==> config.mk <==
export PLATFORM = sky130hd
export DESIGN_NAME = kana_text_normalizer_unit
export DESIGN_NICKNAME = d
export VERILOG_FILES = /design/src/sv/ktn_pkg.sv /design/src/sv/ktn_core.sv /design/src/sv/kana_text_normalizer_unit.sv
export SDC_FILE = /design/constraint.sdc
export NUM_CORES = 1
export LEC_CHECK = 0
export CAP_MARGIN = 20
export CORE_MARGIN = 2
export CORE_UTILIZATION = 35
export CTS_CLUSTER_SIZE = 14
export DETAILED_ROUTE_END_ITERATION = 10
export DONT_BUFFER_PORTS = 1
export PLACE_DENSITY_LB_ADDON = 0.05
export SYNTH_ARGS = -nofsm -noshare
export SYNTH_HDL_FRONTEND = slang
export SYNTH_SLANG_ARGS = --single-unit
==> constraint.sdc <==
create_clock -name clk -period 6.9 [get_ports clk]
set_input_delay 0.345 -clock clk [delete_from_list [all_inputs] [get_ports clk]]
set_output_delay 0.345 -clock clk [all_outputs]
set_load 0.1 [all_outputs]
==> src/sv/ktn_pkg.sv <==
package ktn_pkg;

  localparam int CP_W = 21;

  typedef enum logic [1:0] {
    REG_IGNORE = 2'd0,
    REG_FOLD   = 2'd1,
    REG_SOUND  = 2'd2,
    REG_SYMBOL = 2'd3
  } reg_idx_t;

  typedef struct packed {
    logic [1:0] ignore_sel;
    logic [2:0] fold_sel;
    logic [5:0] sound_sel;
    logic [2:0] symbol_sel;
  } cfg_t;

  typedef struct packed {
    logic [CP_W-1:0] held;
    logic            held_valid;
    logic [CP_W-1:0] prev_norm;
    logic [CP_W-1:0] prev_raw;
  } ctx_t;

  typedef struct packed {
    logic            eos;
    logic [CP_W-1:0] point;
  } word_t;

endpackage

==> src/sv/ktn_core.sv <==
module ktn_core (
  input  ktn_pkg::cfg_t               cfg,
  input  ktn_pkg::ctx_t               ctx,
  input  logic [ktn_pkg::CP_W-1:0]    code,
  input  logic                        last,
  output ktn_pkg::ctx_t               ctx_next,
  output ktn_pkg::word_t              word0,
  output ktn_pkg::word_t              word1,
  output ktn_pkg::word_t              word2,
  output logic [1:0]                  count
);

  typedef struct packed {
    logic                     emit;
    logic [ktn_pkg::CP_W-1:0] res;
    logic [ktn_pkg::CP_W-1:0] pn;
    logic [ktn_pkg::CP_W-1:0] pr;
  } proc_t;

  function automatic logic [20:0] single_fold(input ktn_pkg::cfg_t k, input logic [20:0] c_in);
    logic [20:0] c;
    c = c_in;
    if (k.fold_sel[1] && c >= 21'h3041 && c <= 21'h3094) begin
      c = c + 21'h0060;
    end
    if (k.fold_sel[2]) begin
      case (c)
        21'h30c3: c = 21'h30c4;
        21'h30e3: c = 21'h30e4;
        21'h30e5: c = 21'h30e6;
        21'h30e7: c = 21'h30e8;
        21'h3063: c = 21'h3064;
        21'h3083: c = 21'h3084;
        21'h3085: c = 21'h3086;
        21'h3087: c = 21'h3088;
        default: c = c;
      endcase
    end
    return c;
  endfunction

  function automatic logic is_ignored(input ktn_pkg::cfg_t k, input logic [20:0] c);
    logic ws;
    logic pu;
    ws = c == 21'h09 || c == 21'h0a || c == 21'h0d || c == 21'h20 || c == 21'ha0 ||
         (c >= 21'h2000 && c <= 21'h200a) || c == 21'h202f || c == 21'h205f ||
         c == 21'h3000;
    pu = (c >= 21'h21 && c <= 21'h2f) || (c >= 21'h3a && c <= 21'h40) ||
         (c >= 21'h5b && c <= 21'h60) || (c >= 21'h7b && c <= 21'h7e) ||
         (c >= 21'ha1 && c <= 21'hbf) || (c >= 21'h2016 && c <= 21'h2027) ||
         (c >= 21'h2030 && c <= 21'h2057) || (c >= 21'h3001 && c <= 21'h3011) ||
         (c >= 21'h3014 && c <= 21'h3020);
    return (k.ignore_sel[0] && ws) || (k.ignore_sel[1] && pu);
  endfunction

  function automatic logic [20:0] fold_main(input ktn_pkg::cfg_t k, input logic [20:0] c,
                                            input logic [20:0] n);
    logic [20:0] v;
    logic        sa_row;
    sa_row = n == 21'h30b5 || n == 21'h30b7 || n == 21'h30b9 || n == 21'h30bb ||
             n == 21'h30bd;
    priority if (k.fold_sel[0] && c >= 21'h61 && c <= 21'h7a) begin
      v = c - 21'h20;
    end else if (k.fold_sel[0] && c >= 21'hff41 && c <= 21'hff5a) begin
      v = c - 21'h20;
    end else if (k.sound_sel[0] && c == 21'h30c2) begin
      v = 21'h30b8;
    end else if (k.sound_sel[0] && c == 21'h30c5) begin
      v = 21'h30ba;
    end else if (k.sound_sel[1] && c == 21'h30f4 && n == 21'h30a1) begin
      v = 21'h30d0;
    end else if (k.sound_sel[1] && c == 21'h30f4 && n == 21'h30a3) begin
      v = 21'h30d3;
    end else if (k.sound_sel[1] && c == 21'h30f4 && n == 21'h30a7) begin
      v = 21'h30d9;
    end else if (k.sound_sel[1] && c == 21'h30f4 && n == 21'h30a9) begin
      v = 21'h30dc;
    end else if (k.sound_sel[2] && n == 21'h30a3 && (c == 21'h30c4 || c == 21'h30c6)) begin
      v = 21'h30c1;
    end else if (k.sound_sel[2] && n == 21'h30a3 && c == 21'h30c7) begin
      v = 21'h30b8;
    end else if (k.sound_sel[3] && n == 21'h30a7 && c == 21'h30b7) begin
      v = 21'h30bb;
    end else if (k.sound_sel[3] && n == 21'h30a7 && c == 21'h30b8) begin
      v = 21'h30bc;
    end else if (((k.sound_sel[4] && n == 21'h30e5) ||
                  ((k.sound_sel[4] || k.fold_sel[2]) && n == 21'h30e6)) &&
                 c == 21'h30d5) begin
      v = 21'h30d2;
    end else if (((k.sound_sel[4] && n == 21'h30e5) ||
                  ((k.sound_sel[4] || k.fold_sel[2]) && n == 21'h30e6)) &&
                 c == 21'h30f4) begin
      v = 21'h30d3;
    end else if (k.sound_sel[5] && c == 21'h30af && sa_row) begin
      v = 21'h30ad;
    end else if (k.symbol_sel[0] && (c == 21'had || (c >= 21'h2010 && c <= 21'h2015) ||
                 c == 21'h2212 || c == 21'h30fc || c == 21'hff0d)) begin
      v = 21'h002d;
    end else if (k.symbol_sel[1] && (c == 21'h4e2a || c == 21'h30f6 || c == 21'h30f5)) begin
      v = 21'h7b87;
    end else begin
      v = c;
    end
    return v;
  endfunction

  function automatic logic vowel_dropped(input ktn_pkg::cfg_t k, input logic [20:0] p,
                                         input logic [20:0] c);
    logic a;
    logic b;
    logic d;
    a = k.sound_sel[1] && p == 21'h30f4 &&
        (c == 21'h30a1 || c == 21'h30a3 || c == 21'h30a7 || c == 21'h30a9);
    b = k.sound_sel[2] && c == 21'h30a3 &&
        (p == 21'h30c4 || p == 21'h30c6 || p == 21'h30c7);
    d = k.sound_sel[3] && c == 21'h30a7 && (p == 21'h30b7 || p == 21'h30b8);
    return a || b || d;
  endfunction

  function automatic logic [20:0] ya_rule(input ktn_pkg::cfg_t k, input logic [20:0] p,
                                          input logic [20:0] c);
    logic i_row;
    i_row = p == 21'h30a4 || p == 21'h30ad || p == 21'h30ae || p == 21'h30b7 ||
            p == 21'h30b8 || p == 21'h30c1 || p == 21'h30c2 || p == 21'h30cb ||
            p == 21'h30d2 || p == 21'h30d3 || p == 21'h30d4 || p == 21'h30df ||
            p == 21'h30ea || p == 21'h30f0;
    return (k.symbol_sel[2] && c == 21'h30e4 && i_row) ? 21'h30a2 : c;
  endfunction

  function automatic proc_t process(input ktn_pkg::cfg_t k, input logic [20:0] h,
                                    input logic [20:0] n, input logic [20:0] pn,
                                    input logic [20:0] pr);
    proc_t       o;
    logic [20:0] v;
    v = fold_main(k, h, n);
    if (is_ignored(k, h)) begin
      o.emit = 1'b0;
      o.res  = v;
      o.pn   = h;
      o.pr   = h;
    end else begin
      o.emit = !vowel_dropped(k, pr, v);
      o.res  = ya_rule(k, pn, v);
      o.pn   = v;
      o.pr   = h;
    end
    return o;
  endfunction

  logic [ktn_pkg::CP_W-1:0] f;
  proc_t                    p1;
  proc_t                    p2;
  logic                     e1;
  logic                     e2;
  ktn_pkg::word_t           w_r1;
  ktn_pkg::word_t           w_r2;
  ktn_pkg::word_t           w_end;

  always_comb begin
    f  = single_fold(cfg, code);
    p1 = process(cfg, ctx.held, f, ctx.prev_norm, ctx.prev_raw);
    e1 = ctx.held_valid && p1.emit;
    if (!ctx.held_valid) begin
      p1.pn = ctx.prev_norm;
      p1.pr = ctx.prev_raw;
    end
    p2 = process(cfg, f, '0, p1.pn, p1.pr);
    e2 = p2.emit;

    w_r1  = '{eos: 1'b0, point: p1.res};
    w_r2  = '{eos: 1'b0, point: p2.res};
    w_end = '{eos: 1'b1, point: '0};

    if (last) begin
      // string done: back to the reset context
      ctx_next = '0;
      word0    = e1 ? w_r1 : (e2 ? w_r2 : w_end);
      word1    = (e1 && e2) ? w_r2 : w_end;
      word2    = w_end;
      count    = 2'd1 + {1'b0, e1} + {1'b0, e2};
    end else begin
      ctx_next = '{held: f, held_valid: 1'b1, prev_norm: p1.pn, prev_raw: p1.pr};
      word0    = w_r1;
      word1    = w_end;
      word2    = w_end;
      count    = {1'b0, e1};
    end
  end

endmodule

==> src/sv/kana_text_normalizer_unit.sv <==
// timing: a character's result is output once the word that follows it leaves the input stage,
//   the last character of a string together with that final word
// throughput: one word per cycle while m_tready is high; a final word yields up to
//   three output words, sent one per cycle as taken, while at most one input word waits
// reset: rst clears configuration, held context, input stage and result buffer
module kana_text_normalizer_unit (
  input  logic        clk,
  input  logic        rst,
  input  logic        s_tvalid,
  output logic        s_tready,
  input  logic [23:0] s_tdata,   // [20:0] code_point, [23:21] zero
  input  logic        s_tlast,
  output logic        m_tvalid,
  input  logic        m_tready,
  output logic [23:0] m_tdata,   // [20:0] norm_point, [23:21] zero
  output logic        m_tlast,
  input  logic        cfg_wr_en,
  input  logic [1:0]  cfg_index,
  input  logic [5:0]  cfg_wdata
);

  ktn_pkg::cfg_t            cfg;
  ktn_pkg::ctx_t            ctx;
  ktn_pkg::ctx_t            ctx_next;
  logic                     in_full;
  logic [ktn_pkg::CP_W-1:0] in_cp;
  logic                     in_last;
  ktn_pkg::word_t           buf0;
  ktn_pkg::word_t           buf1;
  ktn_pkg::word_t           buf2;
  logic [1:0]               cnt;
  ktn_pkg::word_t           w0;
  ktn_pkg::word_t           w1;
  ktn_pkg::word_t           w2;
  logic [1:0]               w_cnt;
  logic                     out_take;
  logic                     load_ok;
  logic                     fire;
  logic                     in_take;

  ktn_core u_core (
    .cfg      (cfg),
    .ctx      (ctx),
    .code     (in_cp),
    .last     (in_last),
    .ctx_next (ctx_next),
    .word0    (w0),
    .word1    (w1),
    .word2    (w2),
    .count    (w_cnt)
  );

  assign m_tvalid = cnt != 2'd0;
  assign m_tdata  = {3'b000, buf0.point};
  assign m_tlast  = buf0.eos;
  assign out_take = m_tvalid && m_tready;
  assign load_ok  = (cnt == 2'd0) || (cnt == 2'd1 && m_tready);
  assign fire     = in_full && load_ok;
  assign s_tready = !in_full || fire;
  assign in_take  = s_tvalid && s_tready;

  always_ff @(posedge clk) begin
    if (rst) begin
      cfg     <= '0;
      ctx     <= '0;
      in_full <= 1'b0;
      cnt     <= 2'd0;
    end else begin
      if (cfg_wr_en) begin
        unique case (ktn_pkg::reg_idx_t'(cfg_index))
          ktn_pkg::REG_IGNORE: cfg.ignore_sel <= cfg_wdata[1:0];
          ktn_pkg::REG_FOLD:   cfg.fold_sel   <= cfg_wdata[2:0];
          ktn_pkg::REG_SOUND:  cfg.sound_sel  <= cfg_wdata[5:0];
          ktn_pkg::REG_SYMBOL: cfg.symbol_sel <= cfg_wdata[2:0];
          default: ;
        endcase
      end
      if (in_take) begin
        in_full <= 1'b1;
      end else if (fire) begin
        in_full <= 1'b0;
      end
      if (fire) begin
        ctx <= ctx_next;
        cnt <= w_cnt;
      end else if (out_take) begin
        cnt <= cnt - 2'd1;
      end
    end
  end

  always_ff @(posedge clk) begin
    if (in_take) begin
      in_cp   <= s_tdata[20:0];
      in_last <= s_tlast;
    end
    if (fire) begin
      buf0 <= w0;
      buf1 <= w1;
      buf2 <= w2;
    end else if (out_take) begin
      buf0 <= buf1;
      buf1 <= buf2;
    end
  end

endmodule

==> results.sh, run 1 <==
export IMPL_drt_iter0_markers=1601
export IMPL_synth_cells=1599
export IMPL_nNetsFinal=1651
export IMPL_drtPass1Iterations=7
export IMPL_hold_class="input pin to flip-flop"
export IMPL_cts_clk_slew_worst_paths_ns=0.07
export IMPL_antenna_found_initial=0
export IMPL_io_pins=65
export IMPL_ys_types=108
export IMPL_area_delta_synth_final_pct=12.5
export IMPL_setup_ws_ns=0.868
export IMPL_die_h_um=192
export IMPL_synth_top_area_share_pct=16.1
export IMPL_drt_antenna_violating_nets=0
export IMPL_tightestPinTransition_ns=1.07
export IMPL_worstSetupPathType="flip-flop to flip-flop"
export IMPL_setup_tns_ns=0
export IMPL_finalHoldViolCount=0
export IMPL_pre_cts_ws_ns=0.984
export IMPL_gr_total_overflow=0
export IMPL_ys_ff_latch=147
export IMPL_syn_cell_area_um2=12300
export IMPL_dieArea_um2=36700
export IMPL_cts_root_buffer_cell="clkbuf_16"
export IMPL_crit_arrival_ns=6.34
export IMPL_status="finished, final reports clean"
export IMPL_fin_skew_ns=0.0120
export IMPL_critPathBufInv=2
export IMPL_syn_avg_cell_area_um2=7.71
export IMPL_critPathLaunchType="flip-flop"
export IMPL_drc_errors=0
export IMPL_ys_flop_type="dfxtp_1"
export IMPL_clockBufferDepth=2
export IMPL_crit_slowest_cell="nor3_1"
export IMPL_fin_crit_ns=6.03
export IMPL_antenna_cells=0
export IMPL_worst_skew_pair_late_latency_ns=0.46
export IMPL_die_width_um=192
export IMPL_ys_seq_area_share_pct=29.2
export IMPL_max_freq_ghz=0.166
export IMPL_track_usage_pct=30.8
export IMPL_min_period_over_period_pct=87.4
export IMPL_drive_gt1_share_pct=10.4
export IMPL_grt_max_degree=82
export IMPL_synth_area_leaders="edfxtp_1 16%, dfxtp_1 13%, nor2_1 6.1%, nand2_1 4.3%, a21oi_1 3.6%"
export IMPL_cp_end_kind="flip-flop"
export IMPL_drv_cap=0
export IMPL_n_fill_cell=3629
export IMPL_slew_violations=0
export IMPL_synthArstFlopShare_pct=0
export IMPL_p_leak_nw=4.72
export IMPL_final_cell_mix="199 x nor2_1, 140 x nand2_1, 89 x a21oi_1, 81 x dfxtp_1, 72 x o21ai_0"
export IMPL_h_tree_depth=4
export IMPL_synth_edf_count=66
export IMPL_slowest_delay_ns=0.87
export IMPL_seq_area_um2=3600
export IMPL_wl_per_cell_um=27.2
export IMPL_synth_largest_area_cell="edfxtp_1"
export IMPL_ir_drop_v=0.000193
export IMPL_cp_max_fo=11
export IMPL_final_common_cell="nor2_1"
export IMPL_first_global_vias=12655
export IMPL_path_cells="buf_4 -> nor3_1 -> nand4_1 -> o31ai_1 -> a2bb2oi_1 -> nand2_1 -> o22ai_1 -> or4_1 -> nor3_1 -> nand4b_1 -> a2111oi_1 -> nand2b_1 -> buf_4 -> nand2_1 -> or3_1 -> a31oi_1"
export IMPL_vias=13496
export IMPL_crit_family="simple AND/OR/NAND/NOR gates"
export IMPL_place_congestion=0.993
export IMPL_cts_buffers=17
export IMPL_core_area_um2=34600
export IMPL_yosys_warnings=0
export IMPL_drt_vias_per_instance=6.54
export IMPL_required_ns=7.21
export IMPL_clock_sinks=147
export IMPL_cts_tree="built"
export IMPL_finalWirelength_um=56100
export IMPL_post_cts_resized=0
export IMPL_rows=68
export IMPL_hpwl_um=41700
export IMPL_start_util_pct=35.6
export IMPL_grt_pass1_wl_um=84100
export IMPL_setup_viol=0
export IMPL_p_per_area_nw_per_um2=220
export IMPL_multiInputGateArea_um2=8110
export IMPL_rsz0062_at_grt="false"
export IMPL_port_buffers=0
export IMPL_slew_headroom_pct=28.2
[area by class of cell]
| type | instances | area share (%) |
|---|---|---|
| clock buffer | 18 | 3.10 |
| clock inverter | 14 | 1.34 |
| inverter | 36 | 0.975 |
| multi-input combinational | 1296 | 58.5 |
| sequential | 147 | 26.0 |
| tap | 455 | 4.11 |
| timing repair buffer | 97 | 5.99 |
[cells in the mapped netlist (all sizes together) (6+ instances only)]
| cell type | n |
|---|---|
| ha | 18 |
| nor4 | 45 |
| o21ai | 85 |
| mux2 | 6 |
| dfxtp | 81 |
| o22ai | 16 |
| or2 | 9 |
| buf | 28 |
| and3 | 24 |
| o2111ai | 8 |
| a22oi | 44 |
| nand2b | 18 |
| nand4 | 46 |
| edfxtp | 66 |
| a211o | 6 |
| and2 | 22 |
| a41oi | 7 |
| nor4b | 8 |
| o31ai | 18 |
| or4 | 19 |
| mux2i | 30 |
| and4 | 11 |
| nor3b | 12 |
| nand3 | 66 |
| a311o | 7 |
| a21oi | 92 |
| clkbuf | 94 |
| nor2 | 199 |
| o221ai | 9 |
| o211ai | 22 |
| or3 | 18 |
| o21a | 8 |
| a31oi | 22 |
| nand2 | 140 |
| inv | 35 |
| a2111oi | 7 |
| nor2b | 25 |
| a21o | 12 |
| nand3b | 24 |
| a211oi | 21 |
| nor3 | 63 |
[final timing paths]
kind,to,cells past startpoint,slack (ns),startpoint
setup / recovery,m_tdata[15]$_DFFE_PP_,16,0.87,ctx[57]$_SDFFE_PP0P_
hold / removal,cfg[11]$_SDFFE_PP0P_,2,0.03,cfg_wdata[2]
setup reg to reg,m_tdata[15]$_DFFE_PP_,16,0.87,ctx[57]$_SDFFE_PP0P_
hold reg to reg,ctx[41]$_SDFFE_PP0P_,2,0.46,ctx[41]$_SDFFE_PP0P_
[power breakdown]
part / leakage, nW / total, mW / internal [mW] / switching (mW)
Clock: 0.296 / 1.03 / 0.554 / 0.472
Sequential: 1.30 / 1.29 / 1.01 / 0.284
Combinational: 3.13 / 0.729 / 0.211 / 0.518
[through the flow]
step	instances	hold slack, ns	power (mW)	area (µm²)	utilization, %
finish	2063	0.0305	3.05	13900	40.0
global route	2063	0.0408	3.16	13900	40.0
CTS	2062	0.0177	3.05	13800	40.0
detailed placement	2006	0.431	2.00	13000	37.5
global placement	2006	0.425	2.00	13000	37.5
floorplan	1601	0.431	1.76	12300	-
[kinds of logic after synthesis]
kind of cell	share of synthesized area (%)
xor gates and xnor gates	0.630
DFF	29.2
other	0.0304
and+or+nand+nor	33.4
muxes	3.02
AOI/OAI and AO/OA	26.6
buffers and inverters	5.16
adders and majority gates	1.83
[repair_timing]
| action | 4_1_cts | 5_1_grt |
|---|---|---|
| hold endpoints to repair | 103 | 0 |
| hold buffers | 24 | 0 |
| setup buffers | 0 | 0 |
[state kept, by name, summed over array words and instances (netlist names)]
signal / count
m_tdata: 21
in_cp: 21
cfg: 14
cnt: 2
buf1: 22
in_full: 1
ctx: 64
in_last: 1
m_tlast: 1
[metal layers]
| layer | track usage [%] | wire length, µm | up-vias |
|---|---|---|---|
| met5 | 0 | 0 | - |
| met4 | 12.9 | 2270 | 0 |
| met3 | 4.90 | 4030 | 116 |
| met2 | 47.2 | 24800 | 648 |
| met1 | 43.0 | 25100 | 6603 |
| li1 | - | - | 6129 |
No activity file was read; power rests on OpenSTA's default activity.
==> inputs of run 2 (changes only) <==
--- a/config.mk
+++ b/config.mk
@@ -12,6 +12,8 @@
 export DETAILED_ROUTE_END_ITERATION = 10
 export DONT_BUFFER_PORTS = 1
 export PLACE_DENSITY_LB_ADDON = 0.05
+export REMOVE_ABC_BUFFERS = 1
 export SYNTH_ARGS = -nofsm -noshare
 export SYNTH_HDL_FRONTEND = slang
 export SYNTH_SLANG_ARGS = --single-unit
+export TNS_END_PERCENT = 20
==> run 2 against run 1 <==
Net effect: routed wire length down 0.29%; register-to-register slack worse by 0.09 ns; hold slack gained 0.0021 ns; global-route usage fell by 0.11 points; critical path depth shrank 1; highest routed layer unchanged; cell count rose by 0.24%; final area is 0.31% higher; power is 0.95% lower; die area stayed put; combinational power grew 1%; clock-buffer cell count is 1 lower; largest power group unchanged; first-iteration DRC count is 15% lower.
==> results.sh, run 2 (synthesis results as in run 1) <==
export IMPL_status="finished, final reports clean"
export IMPL_post_cts_resized=0
export IMPL_final_cell_mix="199 x nor2_1, 140 x nand2_1, 89 x a21oi_1, 81 x dfxtp_1, 75 x buf_4"
export IMPL_drt_antenna_violating_nets=0
export IMPL_ir_drop_v=0.000213
export IMPL_worstSetupPathType="flip-flop to flip-flop"
export IMPL_rsz0062_at_grt="false"
export IMPL_cts_root_buffer_cell="clkbuf_16"
export IMPL_drt_vias_per_instance=6.51
export IMPL_antenna_cells=0
export IMPL_drtPass1Iterations=5
export IMPL_setup_tns_ns=0
export IMPL_drv_cap=0
export IMPL_drive_gt1_share_pct=10.7
export IMPL_hold_class="input pin to flip-flop"
export IMPL_setup_ws_ns=0.775
export IMPL_r2r_setup_slack_ns=0.77
export IMPL_min_period_over_period_pct=88.8
export IMPL_crit_arrival_ns=6.38
export IMPL_antenna_found_initial=1
export IMPL_slew_violations=0
export IMPL_path_cells="buf_4 -> nor3_1 -> nand4_1 -> o31a_1 -> o32ai_2 -> o32a_1 -> o22ai_1 -> or4_1 -> nor3_1 -> nand4b_1 -> a2111oi_1 -> o21ba_2 -> nand3_1 -> buf_4 -> o221ai_1"
export IMPL_nNetsFinal=1656
export IMPL_grt_max_degree=55
export IMPL_place_congestion=0.949
export IMPL_tightestPinTransition_ns=1.10
export IMPL_clockBufferDepth=2
export IMPL_largest_reg_flops=64
export IMPL_hpwl_um=41700
export IMPL_drc_errors=0
export IMPL_fin_crit_ns=6.13
export IMPL_track_usage_pct=30.7
export IMPL_final_common_cell="nor2_1"
export IMPL_die_h_um=192
export IMPL_p_leak_nw=4.74
export IMPL_grt_pass1_wl_um=83800
export IMPL_r2r_cells=15
export IMPL_rows=68
export IMPL_start_util_pct=35.6
export IMPL_postCtsSetupBuffers=0
export IMPL_cts_clk_slew_worst_paths_ns=0.07
export IMPL_clock_sinks=147
export IMPL_die_width_um=192
export IMPL_fin_skew_ns=0.0173
export IMPL_p_per_area_nw_per_um2=217
export IMPL_wl_per_cell_um=27.1
export IMPL_slew_headroom_pct=26.6
export IMPL_core_area_um2=34600
export IMPL_io_pins=65
export IMPL_startpoint="ctx[57]$_SDFFE_PP0P_"
export IMPL_pre_cts_ws_ns=0.760
export IMPL_required_ns=7.16
export IMPL_regMostFlops="ctx"
export IMPL_drt_iter0_markers=1355
export IMPL_area_delta_synth_final_pct=12.9
export IMPL_cp_max_fo=13
export IMPL_top_regs="ctx: 64 flops, buf1: 22 flops"
export IMPL_hold_start="cfg_wdata[3]"
export IMPL_port_buffers=0
export IMPL_fin_util_pct=40.2
export IMPL_r2r_start="ctx[57]$_SDFFE_PP0P_"
export IMPL_max_freq_ghz=0.163
export IMPL_slowest_delay_ns=0.78
export IMPL_h_tree_depth=4
export IMPL_first_global_vias=12750
export IMPL_postCtsHoldBufs=26
export IMPL_worst_skew_pair_late_latency_ns=0.46
export IMPL_gr_total_overflow=0
export IMPL_cts_tree="built"
export IMPL_finalWirelength_um=56000
export IMPL_dieArea_um2=36700
export IMPL_cts_buffers=17
export IMPL_cp_end_kind="flip-flop"
export IMPL_endpoint="m_tdata[20]$_DFFE_PP_"
export IMPL_finalHoldViolCount=0
export IMPL_setup_viol=0
export IMPL_critPathLaunchType="flip-flop"
export IMPL_r2r_end="m_tdata[20]$_DFFE_PP_"
export IMPL_total_power_mw=3.02
export IMPL_vias=13456
export IMPL_crit_slowest_cell="nor3_1"
==> run 2: cell types whose count changed in the layout (fill, tap and decap cells not counted) <==
cell,before,now
inv_8,6,1
clkinv_8,1,5
clkinvlp_4,2,1
inv_6,3,5
buf_4,71,75
dlygate4sd3_1,23,24
clkinv_4,0,2
clkbuf_1,1,0
bufinv_16,2,1
==> run 2: per-stage QoR <==
stage | instance area [µm²] | instances | hold slack, ns
finish | 13900 | 2068 | 0.0326
global route | 13900 | 2068 | 0.0276
CTS | 13900 | 2066 | 0.0128
detailed placement | 13000 | 2008 | 0.444
global placement | 13000 | 2008 | 0.439
floorplan | 11800 | 1479 | 0.414
==> run 2: per-layer routing <==
layer | up-vias | global-route usage (%) | share of wire [%]
li1 | 6128 | - | -
met1 | 6617 | 40.5 | 44
met2 | 584 | 49.7 | 46
met3 | 127 | 5.12 | 6.5
met4 | 0 | 12.7 | 4.1
met5 | - | 0 | 0
==> run 2: area by class of cell <==
class	count	area (µm²)
fill	3620	20700
multi-input combinational	1296	8110
sequential	147	3600
timing repair buffer	102	871
tap	455	569
clock buffer	17	425
clock inverter	15	191
inverter	36	135
==> run 2: worst min-delay path by stage <==
stage	end	cells after the start
finish	cfg[6]$_SDFFE_PP0P_	2
global route	cfg[11]$_SDFFE_PP0P_	2
CTS	cfg[6]$_SDFFE_PP0P_	2
detailed placement	in_last$_DFFE_PP_	0
global placement	ctx[41]$_SDFFE_PP0P_	2
floorplan	ctx[36]$_SDFFE_PP0P_	1
==> run 2: power breakdown <==
group | internal, mW | switching, mW | leakage, nW
registers | 1.01 | 0.280 | 1.30
clock network | 0.520 | 0.470 | 0.295
logic | 0.215 | 0.524 | 3.15
==> run 2: critical path: cells and delay by family, from the launching register on <==
kind	cells	cell delay (ns)
buffers and inverters	2	0.53
AOI/OAI and AO/OA	7	2.31
DFF	1	0.30
and+or+nand+nor	6	2.77
==> inputs of run 3 (changes only) <==
--- a/config.mk
+++ b/config.mk
@@ -6,13 +6,13 @@
 export NUM_CORES = 1
 export LEC_CHECK = 0
 export CAP_MARGIN = 20
+export CORE_ASPECT_RATIO = 0.7
 export CORE_MARGIN = 2
 export CORE_UTILIZATION = 35
 export CTS_CLUSTER_SIZE = 14
 export DETAILED_ROUTE_END_ITERATION = 10
 export DONT_BUFFER_PORTS = 1
 export PLACE_DENSITY_LB_ADDON = 0.05
-export REMOVE_ABC_BUFFERS = 1
 export SYNTH_ARGS = -nofsm -noshare
 export SYNTH_HDL_FRONTEND = slang
 export SYNTH_SLANG_ARGS = --single-unit
==> run 3 against run 2 <==
Net effect: power is 0.32% higher; via count is 1.7% higher; sequential share of layout area stayed put; first-iteration DRC count is 37% higher; die area hardly changed; global-route usage is 0.42 points lower; hold slack worse by 0.0057 ns; register-to-register slack worse by 0.18 ns; critical endpoint is now buf1[5]$_SDFFCE_PN0P_; highest routed layer unchanged.
==> results.sh, run 3 (synthesis results as in run 1) <==
export IMPL_status="finished, final reports clean"
export IMPL_cp_end_kind="flip-flop"
export IMPL_crit_slowest_cell="o31ai_1"
export IMPL_first_global_vias=12418
export IMPL_hold_start="cfg_wdata[2]"
export IMPL_drc_errors=0
export IMPL_core_area_um2=34700
export IMPL_dieArea_um2=36700
export IMPL_startpoint="in_cp[17]$_DFFE_PP_"
export IMPL_setup_tns_ns=0
export IMPL_gr_total_overflow=0
export IMPL_cts_root_buffer_cell="clkbuf_16"
export IMPL_final_cell_mix="199 x nor2_1, 140 x nand2_1, 89 x a21oi_1, 81 x dfxtp_1, 78 x buf_4"
export IMPL_antenna_found_initial=1
export IMPL_crit_arrival_ns=6.51
export IMPL_largest_reg_flops=64
export IMPL_port_buffers=0
export IMPL_wl_per_cell_um=27.1
export IMPL_fin_skew_ns=0.0178
export IMPL_die_width_um=228
export IMPL_min_period_over_period_pct=91.4
export IMPL_area_delta_synth_final_pct=12.9
export IMPL_critPathLaunchType="flip-flop"
export IMPL_p_per_area_nw_per_um2=218
export IMPL_path_cells="nor4_4 -> nand4_1 -> a311oi_2 -> buf_4 -> xnor2_2 -> buf_4 -> ha_1 -> and3_1 -> nor2b_1 -> nor3_1 -> a31oi_1 -> o31ai_1 -> nor4_1 -> a21o_1 -> a211oi_1 -> o2111ai_1 -> nand2_1 -> inv_1 -> ha_1 -> nand3_1 -> buf_4 -> nor2_1"
export IMPL_slew_violations=0
export IMPL_clockBufferDepth=2
export IMPL_slew_headroom_pct=27.5
export IMPL_cp_max_fo=15
export IMPL_cts_tree="built"
export IMPL_die_h_um=161
export IMPL_required_ns=7.10
export IMPL_max_freq_ghz=0.159
export IMPL_drt_vias_per_instance=6.56
export IMPL_postCtsHoldBufs=24
export IMPL_p_leak_nw=4.75
export IMPL_switching_share_pct=43.3
export IMPL_antenna_cells=0
export IMPL_post_cts_resized=0
export IMPL_pwr_share_comb_pct=24.5
export IMPL_grt_pass1_wl_um=83900
export IMPL_p_int_mw=1.72
export IMPL_place_congestion=1.01
export IMPL_r2r_start="in_cp[17]$_DFFE_PP_"
export IMPL_cts_buffers=17
export IMPL_drtPass1Iterations=6
export IMPL_fin_util_pct=40.1
export IMPL_crit_family="compound AO/OA/AOI/OAI gates"
export IMPL_nNetsFinal=1657
export IMPL_critPathBufInv=4
export IMPL_drt_iter0_markers=1854
export IMPL_hpwl_um=42400
export IMPL_drive_gt1_share_pct=10.7
export IMPL_tightestPinTransition_ns=1.08
export IMPL_n_fill_cell=3732
export IMPL_finalWirelength_um=56500
export IMPL_setup_viol=0
export IMPL_top_regs="ctx: 64 flops, buf1: 22 flops"
export IMPL_switching_power_mw=1.31
export IMPL_regMostFlops="ctx"
export IMPL_start_util_pct=35.5
export IMPL_rsz0062_at_grt="false"
export IMPL_rows=57
export IMPL_drv_cap=0
export IMPL_hold_class="input pin to flip-flop"
export IMPL_drt_antenna_violating_nets=0
export IMPL_postCtsSetupBuffers=0
export IMPL_worst_skew_pair_late_latency_ns=0.47
export IMPL_clock_sinks=147
export IMPL_h_tree_depth=4
export IMPL_slowest_delay_ns=0.92
export IMPL_p_seq_share_pct=42.6
export IMPL_finalHoldViolCount=0
export IMPL_track_usage_pct=30.3
export IMPL_p_clk_share_pct=32.9
export IMPL_worstSetupPathType="flip-flop to flip-flop"
export IMPL_grt_max_degree=82
export IMPL_cp_common_cell="buf_4"
export IMPL_fin_crit_ns=6.31
export IMPL_final_common_cell="nor2_1"
export IMPL_cts_clk_slew_worst_paths_ns=0.08
export IMPL_io_pins=65
export IMPL_vias=13680
export IMPL_ir_drop_v=0.000189
run 3: layer usage:
metal	routed length, µm	vias up	global-route usage, %
li1	-	6144	-
met1	26800	6728	46.6
met2	22900	738	42.0
met3	5680	70	6.41
met4	1060	0	8.26
met5	0	-	0
run 3: final timing paths:
kind / endpoint / slack (ns) / cells after the start
max reg2reg: buf1[5]$_SDFFCE_PN0P_ / 0.59 / 22
min reg2reg: ctx[41]$_SDFFE_PP0P_ / 0.45 / 2
min: cfg[2]$_SDFFE_PP0P_ / 0.03 / 2
max: buf1[5]$_SDFFCE_PN0P_ / 0.59 / 22
run 3: stage by stage:
step                      cell area (µm²)  total power [mW]  hold slack, ns  setup slack, ns  cells
final                               13900              3.03          0.0269            0.592   2086
after global routing                13900              3.14          0.0257            0.306   2086
after CTS                           13900              3.03          0.0104            0.790   2085
after detailed placement            13000              2.00           0.429            0.820   2029
after global placement              13000              2.01           0.427            0.810   2028
after floorplan                     12300              1.76           0.431             1.44   1601
run 3: final cells by class:
class / count / area, µm² / area share (%)
well taps: 472 / 591 / 4.25
inverters: 36 / 135 / 0.972
clock inverters: 15 / 184 / 1.32
flip-flops and latches: 147 / 3600 / 25.9
clock buffers: 17 / 425 / 3.06
repair buffers: 103 / 863 / 6.21
multi-input cells: 1296 / 8100 / 58.3
run 3: power by group through the flow:
stage          logic [mW]  registers, mW  clock network, mW
6_report            0.743           1.29              0.995
2_1_floorplan       0.486           1.27                  0
3_3_place_gp        0.697           1.31                  0
3_5_place_dp        0.692           1.31                  0
5_1_grt             0.793           1.30               1.05
4_1_cts             0.716           1.29               1.02
